==> config.mk <==
export PLATFORM = sky130hd
export DESIGN_NAME = png_time_chunk_scanner
export DESIGN_NICKNAME = d
export VERILOG_FILES = /design/src/hw/rtl/png_tcs_pkg.sv /design/src/hw/rtl/png_tcs_cfg.sv /design/src/hw/rtl/png_tcs_walker.sv /design/src/hw/rtl/png_time_chunk_scanner.sv
export VERILOG_INCLUDE_DIRS = /design/src /design/src/hw/rtl
export SDC_FILE = /design/constraint.sdc
export NUM_CORES = 1
export LEC_CHECK = 0
export ABC_CLOCK_PERIOD_IN_PS = 6500
export BUFFER_PORTS_ARGS = -buffer_cell sky130_fd_sc_hd__buf_2
export CAP_MARGIN = 15
export CORE_MARGIN = 1.5
export CORE_UTILIZATION = 35
export DETAILED_ROUTE_END_ITERATION = 6
export HOLD_SLACK_MARGIN = 0.05
export PLACE_DENSITY = 0.58
export SLEW_MARGIN = 15
export SYNTH_ARGS = -nofsm -noshare
export SYNTH_HDL_FRONTEND = slang
export SYNTH_SLANG_ARGS = --single-unit
==> constraint.sdc <==
create_clock -name clk -period 6.5 [get_ports clk]
set_input_delay 0.975 -clock clk [delete_from_list [all_inputs] [get_ports clk]]
set_output_delay 0.975 -clock clk [all_outputs]
set_load 0.02 [all_outputs]
==> src/hw/rtl/png_time_chunk_scanner_defines.svh <==
// ----------------------------------------------------------------------------
// PNG tIME chunk scanner assertion macros
// Clocked implication checks shared by the scanner RTL.
// ----------------------------------------------------------------------------
`ifndef PNG_TIME_CHUNK_SCANNER_DEFINES_SVH
`define PNG_TIME_CHUNK_SCANNER_DEFINES_SVH

// same-cycle implication
`define TCS_ASSERT_IMPL(label, clk, rst_n, ante, cons) \
    label: assert property (@(posedge clk) disable iff (!rst_n) (ante) |-> (cons)) \
        else $error("png_time_chunk_scanner check failed");

// next-cycle implication
`define TCS_ASSERT_NEXT(label, clk, rst_n, ante, cons) \
    label: assert property (@(posedge clk) disable iff (!rst_n) (ante) |=> (cons)) \
        else $error("png_time_chunk_scanner check failed");

`endif

==> src/hw/rtl/png_tcs_pkg.sv <==
// ----------------------------------------------------------------------------
// PNG tIME chunk scanner package
// Shared types, codes and constants of the scanner.
// ----------------------------------------------------------------------------
package png_tcs_pkg;

    localparam int CFG_ADDR_W = 3;
    localparam int CFG_DATA_W = 32;

    localparam logic REG_MIN_YEAR = 1'b0;
    localparam logic REG_MAX_YEAR = 1'b1;

    localparam logic [15:0] MIN_YEAR_RESET = 16'd1970;
    localparam logic [15:0] MAX_YEAR_RESET = 16'd2100;

    localparam logic [1:0] STATUS_BAD_SIG = 2'd0;
    localparam logic [1:0] STATUS_NO_TIME = 2'd1;
    localparam logic [1:0] STATUS_FOUND   = 2'd2;

    localparam logic [31:0] TYPE_TIME = 32'h74494D45;
    localparam logic [31:0] TYPE_IEND = 32'h49454E44;
    localparam logic [31:0] TIME_LENGTH = 32'd7;

    localparam logic [7:0] MONTH_MAX  = 8'd12;
    localparam logic [7:0] DAY_MAX    = 8'd31;
    localparam logic [7:0] HOUR_MAX   = 8'd23;
    localparam logic [7:0] MINUTE_MAX = 8'd59;
    localparam logic [7:0] SECOND_MAX = 8'd60;

    typedef enum logic [5:0] {
        PH_SIG  = 6'b000001,
        PH_LEN  = 6'b000010,
        PH_TYPE = 6'b000100,
        PH_DATA = 6'b001000,
        PH_CRC  = 6'b010000,
        PH_DONE = 6'b100000
    } phase_t;

    typedef struct packed {
        logic [1:0]  status;
        logic [15:0] year;
        logic [3:0]  month;
        logic [4:0]  day;
        logic [4:0]  hour;
        logic [5:0]  minute;
        logic [5:0]  second;
    } tcs_result_t;

    function automatic logic [7:0] sig_byte(input logic [2:0] idx);
        logic [7:0] b;
        case (idx)
            3'd0: b = 8'h89;
            3'd1: b = 8'h50;
            3'd2: b = 8'h4E;
            3'd3: b = 8'h47;
            3'd4: b = 8'h0D;
            3'd5: b = 8'h0A;
            3'd6: b = 8'h1A;
            3'd7: b = 8'h0A;
            default: b = 8'h00;
        endcase
        return b;
    endfunction

endpackage

==> src/hw/rtl/png_tcs_cfg.sv <==
// ----------------------------------------------------------------------------
// PNG tIME chunk scanner configuration registers
// APB-style write and read of the accepted year window.
// ----------------------------------------------------------------------------
module png_tcs_cfg (
    input  logic                               clk,
    input  logic                               rst_n,
    input  logic                               psel,
    input  logic                               penable,
    input  logic                               pwrite,
    input  logic [png_tcs_pkg::CFG_ADDR_W-1:0] paddr,
    input  logic [png_tcs_pkg::CFG_DATA_W-1:0] pwdata,
    output logic [png_tcs_pkg::CFG_DATA_W-1:0] prdata,
    output logic                               pready,
    output logic [15:0]                        min_year,
    output logic [15:0]                        max_year
);
    import png_tcs_pkg::*;

    logic [15:0] min_year_reg;
    logic [15:0] max_year_reg;
    logic        wr_en;
    logic        reg_sel;

    assign pready  = 1'b1;
    assign wr_en   = psel && penable && pwrite && pready;
    assign reg_sel = paddr[2];

    always_ff @(posedge clk or negedge rst_n)
    begin
        if (!rst_n)
        begin
            min_year_reg <= MIN_YEAR_RESET;
            max_year_reg <= MAX_YEAR_RESET;
        end
        else if (wr_en)
        begin
            case (reg_sel)
                REG_MIN_YEAR: min_year_reg <= pwdata[15:0];
                REG_MAX_YEAR: max_year_reg <= pwdata[15:0];
                default: ;
            endcase
        end
    end

    always_comb
    begin
        case (reg_sel)
            REG_MIN_YEAR: prdata = {{(CFG_DATA_W-16){1'b0}}, min_year_reg};
            REG_MAX_YEAR: prdata = {{(CFG_DATA_W-16){1'b0}}, max_year_reg};
            default:      prdata = '0;
        endcase
    end

    assign min_year = min_year_reg;
    assign max_year = max_year_reg;

endmodule

==> src/hw/rtl/png_tcs_walker.sv <==
// ----------------------------------------------------------------------------
// PNG tIME chunk scanner chunk walker
// Signature check, chunk walk, tIME capture and result formation.
// ----------------------------------------------------------------------------
module png_tcs_walker (
    input  logic                     clk,
    input  logic                     rst_n,
    input  logic                     step,
    input  logic [7:0]               data_byte,
    input  logic                     last_byte,
    input  logic [15:0]              min_year,
    input  logic [15:0]              max_year,
    output png_tcs_pkg::tcs_result_t result
);
    import png_tcs_pkg::*;

    phase_t      phase_reg,    phase_next,    phase_take;
    logic [31:0] count_reg,    count_next,    count_take;
    logic [31:0] length_reg,   length_next,   length_take;
    logic [31:0] ctype_reg,    ctype_next,    ctype_take;
    logic [55:0] capture_reg,  capture_next,  capture_take;
    logic [55:0] kept_reg,     kept_next,     kept_take;
    logic        found_reg,    found_next,    found_take;
    logic        sig_ok_reg,   sig_ok_next,   sig_ok_take;

    logic [31:0] count_inc;
    logic [31:0] ctype_shift;
    logic        is_time;
    logic        date_ok;
    logic [55:0] date_out;

    assign count_inc   = count_reg + 32'd1;
    assign ctype_shift = {ctype_reg[23:0], data_byte};
    assign is_time     = (ctype_reg == TYPE_TIME) && (length_reg == TIME_LENGTH);

    assign date_ok = (capture_reg[55:40] >= min_year) && (capture_reg[55:40] <= max_year)
                  && (capture_reg[39:32] >= 8'd1) && (capture_reg[39:32] <= MONTH_MAX)
                  && (capture_reg[31:24] >= 8'd1) && (capture_reg[31:24] <= DAY_MAX)
                  && (capture_reg[23:16] <= HOUR_MAX)
                  && (capture_reg[15:8] <= MINUTE_MAX)
                  && (capture_reg[7:0] <= SECOND_MAX);

    always_comb
    begin
        phase_take   = phase_reg;
        count_take   = count_reg;
        length_take  = length_reg;
        ctype_take   = ctype_reg;
        capture_take = capture_reg;
        kept_take    = kept_reg;
        found_take   = found_reg;
        sig_ok_take  = sig_ok_reg;
        case (phase_reg)
            PH_SIG:
            begin
                if (data_byte != sig_byte(count_reg[2:0]))
                begin
                    phase_take = PH_DONE;
                end
                else if (count_reg[2:0] == 3'd7)
                begin
                    sig_ok_take = 1'b1;
                    count_take  = '0;
                    phase_take  = PH_LEN;
                end
                else
                begin
                    count_take = count_inc;
                end
            end
            PH_LEN:
            begin
                length_take = {length_reg[23:0], data_byte};
                count_take  = count_inc;
                if (count_reg == 32'd3)
                begin
                    count_take = '0;
                    phase_take = PH_TYPE;
                end
            end
            PH_TYPE:
            begin
                ctype_take = ctype_shift;
                count_take = count_inc;
                if (count_reg == 32'd3)
                begin
                    count_take   = '0;
                    capture_take = '0;
                    if (ctype_shift == TYPE_IEND)
                        phase_take = PH_DONE;
                    else if (length_reg == 32'd0)
                        phase_take = PH_CRC;
                    else
                        phase_take = PH_DATA;
                end
            end
            PH_DATA:
            begin
                if (is_time)
                    capture_take = {capture_reg[47:0], data_byte};
                count_take = count_inc;
                if (count_inc == length_reg)
                begin
                    count_take = '0;
                    phase_take = PH_CRC;
                end
            end
            PH_CRC:
            begin
                count_take = count_inc;
                if (count_reg == 32'd3)
                begin
                    if (is_time && date_ok)
                    begin
                        kept_take  = capture_reg;
                        found_take = 1'b1;
                    end
                    count_take  = '0;
                    length_take = '0;
                    ctype_take  = '0;
                    phase_take  = PH_LEN;
                end
            end
            default: ;
        endcase
    end

    // clear the walk after the last byte, keep the year window
    always_comb
    begin
        if (last_byte)
        begin
            phase_next   = PH_SIG;
            count_next   = '0;
            length_next  = '0;
            ctype_next   = '0;
            capture_next = '0;
            kept_next    = '0;
            found_next   = 1'b0;
            sig_ok_next  = 1'b0;
        end
        else
        begin
            phase_next   = phase_take;
            count_next   = count_take;
            length_next  = length_take;
            ctype_next   = ctype_take;
            capture_next = capture_take;
            kept_next    = kept_take;
            found_next   = found_take;
            sig_ok_next  = sig_ok_take;
        end
    end

    always_ff @(posedge clk or negedge rst_n)
    begin
        if (!rst_n)
        begin
            phase_reg   <= PH_SIG;
            count_reg   <= '0;
            length_reg  <= '0;
            ctype_reg   <= '0;
            capture_reg <= '0;
            kept_reg    <= '0;
            found_reg   <= 1'b0;
            sig_ok_reg  <= 1'b0;
        end
        else if (step)
        begin
            phase_reg   <= phase_next;
            count_reg   <= count_next;
            length_reg  <= length_next;
            ctype_reg   <= ctype_next;
            capture_reg <= capture_next;
            kept_reg    <= kept_next;
            found_reg   <= found_next;
            sig_ok_reg  <= sig_ok_next;
        end
    end

    assign date_out = (sig_ok_take && found_take) ? kept_take : '0;

    always_comb
    begin
        if (!sig_ok_take)
            result.status = STATUS_BAD_SIG;
        else if (found_take)
            result.status = STATUS_FOUND;
        else
            result.status = STATUS_NO_TIME;
        result.year   = date_out[55:40];
        result.month  = date_out[35:32];
        result.day    = date_out[28:24];
        result.hour   = date_out[20:16];
        result.minute = date_out[13:8];
        result.second = date_out[5:0];
    end

endmodule

==> src/hw/rtl/png_time_chunk_scanner.sv <==
// ----------------------------------------------------------------------------
// PNG tIME chunk scanner top level
// Path: a last byte is registered in the input stage, then its result in the output stage.
// Throughput: 1 byte per cycle, as the walker state updates on every accepted byte;
// a last byte waits while an earlier result is held on the output.
// Reset: rst_n clears walk state, empties both stages, year window 1970..2100.
// ----------------------------------------------------------------------------
`include "png_time_chunk_scanner_defines.svh"

module png_time_chunk_scanner (
    input  logic                               clk,
    input  logic                               rst_n,
    input  logic                               psel,
    input  logic                               penable,
    input  logic                               pwrite,
    input  logic [png_tcs_pkg::CFG_ADDR_W-1:0] paddr,
    input  logic [png_tcs_pkg::CFG_DATA_W-1:0] pwdata,
    output logic [png_tcs_pkg::CFG_DATA_W-1:0] prdata,
    output logic                               pready,
    input  logic                               in_valid,
    output logic                               in_ready,
    input  logic [7:0]                         data_byte,
    input  logic                               last_byte,
    output logic                               out_valid,
    input  logic                               out_ready,
    output logic [1:0]                         status,
    output logic [15:0]                        year,
    output logic [3:0]                         month,
    output logic [4:0]                         day,
    output logic [4:0]                         hour,
    output logic [5:0]                         minute,
    output logic [5:0]                         second
);
    import png_tcs_pkg::*;

    logic [15:0] min_year;
    logic [15:0] max_year;

    logic        in_valid_reg;
    logic [7:0]  in_byte_reg;
    logic        in_last_reg;
    logic        out_valid_reg;
    tcs_result_t out_res_reg;
    tcs_result_t walk_res;
    logic        out_free;
    logic        step;
    logic        last_step;
    logic        last_held;
    logic        status_legal;
    logic        date_clear;

    png_tcs_cfg u_cfg (
        .clk      (clk),
        .rst_n    (rst_n),
        .psel     (psel),
        .penable  (penable),
        .pwrite   (pwrite),
        .paddr    (paddr),
        .pwdata   (pwdata),
        .prdata   (prdata),
        .pready   (pready),
        .min_year (min_year),
        .max_year (max_year)
    );

    // a last byte waits for the result slot; other bytes always advance
    assign out_free = !out_valid_reg || out_ready;
    assign step     = in_valid_reg && (!in_last_reg || out_free);
    assign in_ready = !in_valid_reg || step;

    png_tcs_walker u_walker (
        .clk       (clk),
        .rst_n     (rst_n),
        .step      (step),
        .data_byte (in_byte_reg),
        .last_byte (in_last_reg),
        .min_year  (min_year),
        .max_year  (max_year),
        .result    (walk_res)
    );

    always_ff @(posedge clk or negedge rst_n)
    begin
        if (!rst_n)
            in_valid_reg <= 1'b0;
        else if (in_ready)
            in_valid_reg <= in_valid;
    end

    always_ff @(posedge clk)
    begin
        if (in_ready && in_valid)
        begin
            in_byte_reg <= data_byte;
            in_last_reg <= last_byte;
        end
    end

    always_ff @(posedge clk or negedge rst_n)
    begin
        if (!rst_n)
            out_valid_reg <= 1'b0;
        else if (step && in_last_reg)
            out_valid_reg <= 1'b1;
        else if (out_ready)
            out_valid_reg <= 1'b0;
    end

    always_ff @(posedge clk)
    begin
        if (step && in_last_reg)
            out_res_reg <= walk_res;
    end

    assign out_valid = out_valid_reg;
    assign status    = out_res_reg.status;
    assign year      = out_res_reg.year;
    assign month     = out_res_reg.month;
    assign day       = out_res_reg.day;
    assign hour      = out_res_reg.hour;
    assign minute    = out_res_reg.minute;
    assign second    = out_res_reg.second;

    assign last_step    = step && in_last_reg;
    assign last_held    = in_valid_reg && in_last_reg && out_valid_reg && !out_ready;
    assign status_legal = (out_res_reg.status == STATUS_BAD_SIG)
                       || (out_res_reg.status == STATUS_NO_TIME)
                       || (out_res_reg.status == STATUS_FOUND);
    assign date_clear   = (out_res_reg.year == 16'd0) && (out_res_reg.month == 4'd0)
                       && (out_res_reg.day == 5'd0);

    `TCS_ASSERT_IMPL(a_status_code, clk, rst_n, out_valid_reg, status_legal)
    `TCS_ASSERT_IMPL(a_no_date, clk, rst_n, out_valid_reg && !(out_res_reg.status == STATUS_FOUND), date_clear)
    `TCS_ASSERT_IMPL(a_last_stall, clk, rst_n, last_held, !in_ready && !step)
    `TCS_ASSERT_NEXT(a_last_result, clk, rst_n, last_step, out_valid_reg)
    `TCS_ASSERT_IMPL(a_result_source, clk, rst_n, $rose(out_valid_reg), $past(last_step))

endmodule

Word-level counts from Yosys, hierarchy flattened --
Memories as Yosys holds them, arrays and structs flattened. Index checks and enable logic that the tools add are counted.
Cells by class: bitwise logic cells 1, muxes and demuxes 42, $lt $le $gt $ge 9, add/subtract/negate cells 1, reductions and logical operators 37, equal/unequal tests 19
Operators with widths (count):
- $mux 56 | 7
- $mux 32 | 8
- $pmux 32 s2 | 3
- $pmux 56 s2 | 1
- $pmux 32 s3 | 1
- $eq 32x31->1 const B | 2
- $mux 6 | 8
- $add 32x1->32 const B | 1
- $eq 32x2->1 const B | 1
- $eq 32x3->1 const B | 1
- $eq 32x32->1 | 1
- $logic_not 32->1 | 1
- $pmux 6 s5 | 1
- $ge 16x16->1 | 1
- $ge 8x1->1 const B | 2
- $le 16x16->1 | 1
- $le 8x5->1 const B | 2
- $le 8x6->1 const B | 2
- $logic_and 1x1->1 | 16
- $ne 3x2->1 const B | 5
- $mux 1 | 10
- $reduce_and 3->1 | 3
- $reduce_bool 3->1 | 3
- $le 8x4->1 const B | 1
- 22 further kinds | 27
Storage, ports and cells: bits in registers 289, memory bits (read-only) 56, word-level logic and storage cells 131, memories 1, output and inout port bits 79, bits of input ports 51
Memories:
- (no name shown) | depth 8, width 7, read ports 1, clocked after Yosys merged registers in 0, wr ports 0, line png_tcs_pkg.sv:51 | case (idx)

Logic depth before layout (Yosys ltp) --
Gate-level depths: netlist (run 1).
word-level depth 14, gate-level depth with buffers 13, mapped depth without buffers 10

Hierarchy --
Synthesis (run 1) repeated with hierarchy kept, for this count alone.
Second synthesis, totals: cells, all modules 1728, area total of the unflattened synthesis 15896.5 µm²
By module, submodules not included:
- png_tcs_walker | area an instance 12587.1 µm², sequential area each 5056.1 µm², cells each 1560, instances 1
- png_time_chunk_scanner | area an instance 1697.9 µm², sequential area each 1641.6 µm², cells each 63, instances 1
- png_tcs_cfg | area an instance 1611.5 µm², sequential area each 814.5 µm², cells each 105, instances 1

Worst setup path before layout (run 1) --
No wires, ideal clock.
path type flip-flop to flip-flop, from register u_walker.count_reg[0], to register u_walker.count_reg[21], setup slack 3426 ps, setup time 119 ps, clock period less this slack 3074 ps, cell stages (with the launch flop) 12, arrival 2955 ps, path through dfrtp_1 > inv_1 > ha_1 > nor3b_1 > o211ai_1 > a2111oi_0 > a211oi_1 > or2_2 > clkbuf_1 > nor4b_1 > xnor2_1 > nor2_1
Between the ends: word-level cells in the longest chain between the ends 5
RTL lines:
- from (decl) | line png_tcs_walker.sv:18 | logic [31:0] count_reg, count_next, count_take;
- from (signal assigned) | line png_tcs_walker.sv:171 | count_reg <= count_next;
- $add 32x1->32, or another cell as far along | line png_tcs_walker.sv:32 | assign count_inc = count_reg + 32'd1;
- $eq 32x32->1, or another cell as far along | line png_tcs_walker.sv:102 | if (count_inc == length_reg)
- $mux 32, or another cell as far along | line png_tcs_walker.sv:102
- $pmux 32 s3 / $ne 3x3->1 (equally long branches)
- $mux 32 / $reduce_and 3->1 (equally long branches)
Parallel ways exist; a longest one is shown, timed or not. The select of a mux whose other input is x is not followed. A chain may end at the register's enable or synchronous reset.

Worst setup path in the final report (run 1) --
from register u_walker.count_reg[0], to register u_walker.count_reg[1]
The elaborated chain is that of the path after synthesis.

==> out/metrics.yaml, run 1 <==
firstDrtPassIters: 5
p_leak_nw: 7.40
rows: 78
ys_seq_elements: 289
ys.flop_type: "dfrtp_1"
relSlewSlack_pct: 26.9
worst_setup_path_end_kind: "flop"
dr_wl_met3_mm: 2.69
root_buffer: "clkbuf_16"
p_per_area_nw_per_um2: 283
postRouteAntennaNets: 0
drt_iter0_drc: 1203
finClkSkew_ns: 0.0271
place_inst: 2351
critPathMaxFanout: 15
hp-class: "primary input to asynchronous set/reset pin"
core_area_sq_um: 45300
holdWs_ns: 0.394
fmax_mhz: 214
area.sequential_sq_um: 7510
syn_area_sq_um: 16000
setup_violations: 0
power_frac_comb_pct: 15.6
final_cell_count_no_fill: 2416
cts.htree.levels: 2
rsz0062_at_grt: "no"
place_congestion: 0.855
grt_max_degree: 151
grt_pass1_vias: 13300
n_antenna_cell: 0
largest_reg_flops: 56
netlist.area_leader.share_pct: 34.9
place_area_sq_um: 16900
crit_type: "flop to flop"
clkTransAtPathRegs_ns: 0.06
synth_edf_count: 53
clock_latency_ns: 0.57
cp-start-kind: "flop"
synth_largest_area_cell: "dfrtp_1"
min_period_over_period_pct: 72.0
hpwl_mm: 28.6
syn_inst: 1780
port_buffers: 94
wl_met2_mm: 20.8
cts_sinks: 289
status: "completed"
io_pins: 130
layout_min_cycle_time_ns: 4.68
power_switching_mw: 1.50
fin_nets: 1877
initial_core_util_pct: 35.4
fin_ws_ns: 1.82
multiInputGateArea_sq_um: 7670
synth_warnings: 0
hold_buffers: 0
gr-total-overflow: 0
hold_viol_final: 0
die_w_um: 217
avgRoutedWirePerCell_um: 18.7
die-area_sq_um: 47100
met1_length_mm: 20.6
cts_tree: "yes"
setup_tns_ns: 0
vias: 13500
layout-drive-gt1-share_pct: 13.6
p_sw_share_pct: 29.3
internal-power_mw: 3.63
slew_violations: 0
area_delta_synth_final_pct: 13.1
p_clk_share_pct: 40.4
p_seq_share_pct: 44.0
via_per_inst: 5.59
required_ns: 6.91
cts_max_path_buffers: 3
antenna_found_initial: 0
syn_area_per_cell_sq_um: 9.02
grt_usage_pct: 19.4
synthArstFlopShare_pct: 81.7
drc: 0
post_cts_resized: 0
worst_pin_slew_ns: 1.09
cp.arrival_ns: 5.09
die_height_um: 217
cts_setup_buffers: 0
fin_area_sq_um: 18100
fillCellCount: 4529
synth_area_leaders: "dfrtp_1, edfxtp_1, nand2_1"
grt_pass1_wl_mm: 73.6
dp_slack_ns: 1.88
ys_types: 68
wl_mm: 45.2
cap_violations: 0
peakVddDrop_mv: 0.162
synth_seq_area_share_pct: 46.8
routed.top_layer: "met4"
cts_buffers: 36
## power by group through the flow
stage / registers, mW / clock network (mW) / logic, mW
finish: 2.26 / 2.07 / 0.803
detailed placement: 2.28 / 0 / 0.806
floorplan: 2.22 / 0 / 0.596
global placement: 2.28 / 0 / 0.787
CTS: 2.25 / 2.13 / 0.812
global route: 2.29 / 2.19 / 0.909
## layer usage
layer | track usage [%] | vias to the layer above
li1 | - | 6433
met1 | 26.8 | 6550
met2 | 30.8 | 456
met3 | 3.20 | 74
met4 | 6.06 | 0
met5 | 0 | -
## Yosys cell counts, types with 34 or more instances
cell type    n
a21oi_1     57
and3_1      50
clkbuf_1   132
dfrtp_1    224
edfxtp_1    53
ha_1        37
inv_1       84
nand2_1    332
nand3_1     36
nand4_1    108
nor2_1      69
nor4_1      34
o21ai_0    144
o311ai_0    84
xnor2_1     36
## cells by family after synthesis
logic type                 count (synthesis)  share of synthesized area [%]
DFF                                      289                           46.8
other                                      2                         0.0468
adders and majority gates                 37                           2.88
muxes                                     34                           2.38
AOI/OAI and AO/OA                        365                           14.7
and+or+nand+nor                          737                           23.1
buffers and inverters                    247                           6.31
xor gates and xnor gates                  69                           3.77
## critical path, stage by stage, from the launching register on
cell,delay (ns)
dfrtp_1,0.56
ha_1,0.31
nand4_1,0.34
nor4_1,0.94
and4_1,0.32
o32ai_1,0.08
nor4_1,0.34
nand4_2,0.25
a211oi_2,0.96
buf_4,0.37
a211oi_1,0.07
## layout by cell type (no fill, tap or decap), types with 5 or more instances in the layout
cell and n:
nand2_1 332, dfrtp_1 224, o21ai_0 142, nand4_1 108
buf_2 93, o311ai_0 84, inv_1 83, nor2_1 67
a21oi_1 57, edfxtp_1 53, and3_1 50, ha_1 37
xnor2_1 36, clkbuf_16 36, nand3_1 35, nor4_1 34
mux2_2 33, xor2_1 33, nor3_1 27, buf_4 24
conb_1 17, and4_1 12, dfstp_2 12, nor4b_1 10
o211ai_1 10, a31oi_1 10, a21o_1 9, o21a_1 8
or3_1 7, and2_1 7, a211oi_1 7, clkbuf_8 7
nand2b_1 6, o31ai_1 6, clkinv_2 6, clkbuf_1 6
nand4b_1 5, or4_1 5, or2_2 5
## final timing paths
path	startpoint	endpoint	slack (ns)	cells after the start
setup / recovery	u_walker.count_reg[0]	u_walker.count_reg[1]	1.82	10
hold / removal	rst_n	u_cfg.max_year[14]	0.39	1
setup reg to reg	u_walker.count_reg[0]	u_walker.count_reg[1]	1.82	10
hold reg to reg	u_walker.ctype_reg[29]	u_walker.ctype_reg[29]	0.47	2
max in group asynchronous	rst_n	u_walker.length_reg[19]	4.79	2
min in group clk	u_walker.ctype_reg[29]	u_walker.ctype_reg[29]	0.47	2
## per-stage QoR
| stage | power [mW] | util (%) |
|---|---|---|
| finish | 5.13 | 40.1 |
| global route | 5.39 | 40.1 |
| CTS | 5.19 | 40.1 |
| detailed placement | 3.09 | 37.4 |
| global placement | 3.06 | 37.4 |
| floorplan | 2.82 | - |
## final cells by class
cell class | instances | share of cell area, %
clock buffer | 49 | 5.62
clock inverter | 16 | 1.09
inverter | 84 | 1.74
multi-input combinational | 1259 | 42.3
sequential | 289 | 41.4
tap | 600 | 4.14
timing repair buffer | 119 | 3.75
Power figures use the tool's default switching activity.
==> run 2, diff against run 1 <==
Settings changed: ABC_AREA set to 1, ABC_CLOCK_PERIOD_IN_PS 6500 to 4400.
Clock period 6.5 ns to 4.4 ns, I/O delays scaled along.
==> out/metrics.yaml, run 2 <==
drc: 0  # unchanged
p_seq_share_pct: 43.0  # -1.0 points
min_period_over_period_pct: 77.9  # +5.9 points
vias: 13200  # -2.6%
layout-drive-gt1-share_pct: 12.6  # -1.0 points
grt_usage_pct: 18.2  # -1.1 points
required_ns: 4.81  # -2.10 ns
initial_core_util_pct: 35.4  # -0.061 points
cts_max_path_buffers: 3  # unchanged
crit_family: "simple AND/OR/NAND/NOR gates"
cp_common_cell: "nand2_1"
r2r-end: "u_walker.count_reg[1]"
synth_edf_count: 53  # unchanged
cp_num_buf_inv: 1  # unchanged
p_leak_nw: 8.48  # +15%
final_common_cell: "nand2_1"
worstReg2RegStart: "u_walker.count_reg[0]"
worst_pin_slew_ns: 0.975  # -0.112 ns
p_clk_share_pct: 42.8  # +2.4 points
cts_tree: "yes"
synthArstFlopShare_pct: 81.7  # unchanged
syn_area_per_cell_sq_um: 7.96  # -12%
syn_inst: 1956  # +9.9%
synth_area_leaders: "dfrtp_1, nand2_1, edfxtp_1"
hold_buffers: 0  # unchanged
postRouteAntennaNets: 0  # unchanged
internal-power_mw: 5.08  # +40%
status: "completed"
p_sw_share_pct: 28.8  # -0.46 points
gr-usage-met1_pct: 24.6  # -2.2 points
crit_chain: "ha_1 > inv_1 > nor2_8 > nand2_1 > nor2_2 > nand3_1 > nand2_1 > nand2_1 > nand2_1 > nand2_1 > nor2_1 > nand2_1 > nor2_1 > nand2_1 > nand2_2 > nand3_4 > nand3_1 > nand2_1"
p_per_area_nw_per_um2: 402  # +42%
die_height_um: 214  # -1.5%
r2r_slack_ns: 0.97  # -0.85 ns
setup_violations: 0  # unchanged
hold_viol_final: 0  # unchanged
setup_tns_ns: 0  # unchanged
cts_buffers: 35  # -2.8%
root_buffer: "clkbuf_16"
rows: 77  # -1.3%
fin_ws_ns: 0.972  # -0.847 ns
synth_seq_area_share_pct: 48.2  # +1.4 points
firstDrtPassIters: 5  # unchanged
crit_slowest_cell: "dfrtp_1"
post_cts_resized: 0  # unchanged
die-area_sq_um: 45800  # -2.9%
layout_common_cells: "nand2_1, dfrtp_1, inv_1"
power_frac_comb_pct: 14.2  # -1.4 points
use_met3_pct: 2.71  # -0.49 points
worst_setup_path_end_kind: "flop"
cts.htree.levels: 2  # unchanged
port_buffers: 94  # unchanged
power.total_mw: 7.14  # +39%
fin_nets: 2109  # +12%
rsz0062_at_grt: "no"
dp_slack_ns: 0.949  # -0.927 ns
die_w_um: 214  # -1.5%
slowest_delay_ns: 0.54  # -0.42 ns
layout_min_cycle_time_ns: 3.43  # -1.25 ns
largest_reg_flops: 56  # unchanged
critPathMaxFanout: 31  # +16
cts_setup_buffers: 0  # unchanged
gr-total-overflow: 0  # unchanged
place_congestion: 0.912  # +6.6%
wl_mm: 41.5  # -8.2%
drt_iter0_drc: 1102  # -8.4%
yosysMostFrequentCell: "nand2_1"
hpwl_mm: 29.3  # +2.3%
busiest_layer: "met2"
place_area_sq_um: 16600  # -2.2%
fmax_mhz: 292  # +37%
fillCellCount: 4519  # -0.22%
hp-class: "primary input to asynchronous set/reset pin"
power_switching_mw: 2.06  # +37%
cp.arrival_ns: 3.84  # -1.25 ns
cp-start-kind: "flop"
crit_type: "flop to flop"
clock_latency_ns: 0.56  # about the same
cp_num_cells: 18  # +8
peakVddDrop_mv: 0.275  # +70%
cap_violations: 0  # unchanged
grt_pass1_wl_mm: 68.1  # -7.4%
core_area_sq_um: 44000  # -2.8%
finClkSkew_ns: 0.0358  # +0.00871 ns
use_met2_pct: 30.4  # -0.41 points
n_antenna_cell: 0  # unchanged
synth_largest_area_cell: "dfrtp_1"
ys_seq_elements: 289  # unchanged
grt_pass1_vias: 12800  # -4.0%
slew_violations: 0  # unchanged
netlist.area_leader.share_pct: 36.0  # +1.1 points
ys_types: 48  # -29%
io_pins: 130  # unchanged
via_per_inst: 4.99  # -11%
fin_area_sq_um: 17800  # -2.1%
grt_max_degree: 124  # -18%
antenna_found_initial: 0  # unchanged
clkTransAtPathRegs_ns: 0.06  # about the same
avgRoutedWirePerCell_um: 15.7  # -16%
relSlewSlack_pct: 34.9  # +7.9 points
worstRegToRegCells: 18  # +8
ys_top_cells_by_count: "nand2_1, dfrtp_1, inv_1"
synth_warnings: 0  # unchanged
area_delta_synth_final_pct: 14.0
cts_sinks: 289  # unchanged
syn_area_sq_um: 15600  # -2.9%
ys.flop_type: "dfrtp_1"
run 2: how the worst max path moves through the flow:
stage / startpoint / slack [ns] / end
finish: u_walker.count_reg[0] / 0.97 / u_walker.count_reg[1]
global placement: u_walker.count_reg[0] / 1.02 / year[7]
floorplan: u_walker.count_reg[1] / 2.04 / u_walker.count_reg[12]
detailed placement: u_walker.count_reg[0] / 0.95 / year[7]
CTS: u_walker.count_reg[0] / 0.96 / u_walker.count_reg[1]
global route: u_walker.count_reg[1] / 0.64 / u_walker.count_reg[1]
run 2: cells by family (layout without fill, tap and decap cells):
group / Yosys count / in the layout / share of synthesized area (%)
muxes: 4 / 4 / 0.289
AOI/OAI and AO/OA: 260 / 260 / 9.02
xor gates and xnor gates: 11 / 11 / 0.715
buffers and inverters: 317 / 393 / 8.44
adders and majority gates: 37 / 37 / 2.97
DFF: 289 / 289 / 48.2
other: 2 / 17 / 0.0482
and+or+nand+nor: 1036 / 1036 / 30.3
run 2: area by class of cell:
type / instances / area, sq um / share of cell area (%)
repair buffers: 117 / 666 / 3.75
well taps: 592 / 741 / 4.17
clock inverters: 20 / 253 / 1.42
flip-flops and latches: 289 / 7510 / 42.3
multi-input cells: 1365 / 6830 / 38.5
clock buffers: 43 / 957 / 5.39
inverters: 213 / 800 / 4.50
run 2: power by group through the flow:
stage,Clock [mW],Combinational [mW],Sequential [mW]
after floorplan,0,0.709,3.09
after global placement,0,0.996,3.12
after detailed placement,0,1.01,3.12
after CTS,3.13,1.02,3.07
after global routing,3.24,1.15,3.10
final,3.06,1.01,3.07
run 2: metrics by stage:
stage | hold slack (ns) | cells | utilization (%)
2_1_floorplan | 0.364 | 1971 | -
3_3_place_gp | 0.461 | 2576 | 37.6
3_5_place_dp | 0.465 | 2576 | 37.6
4_1_cts | 0.254 | 2639 | 40.3
5_1_grt | 0.269 | 2639 | 40.3
6_report | 0.199 | 2639 | 40.3
run 2: worst register-to-register path: stages (launching register included):
cell and delay [ns]:
dfrtp_1 0.54, ha_1 0.29, inv_1 0.14, nor2_8 0.21, nand2_1 0.15, nor2_2 0.27, nand3_1 0.14, nand2_1 0.12
nand2_1 0.06, nand2_1 0.07, nand2_1 0.05, nor2_1 0.10, nand2_1 0.06, nor2_1 0.08, nand2_1 0.15, nand2_2 0.14
nand3_4 0.44, nand3_1 0.22, nand2_1 0.07
run 2: layer usage:
metal	vias to the layer above	share of wire [%]	wire length, um
met3	59	3.8	1580
met4	0	1.9	804
li1	6554	-	-
met1	6299	46	19100
met5	-	0	0
met2	254	48	20000
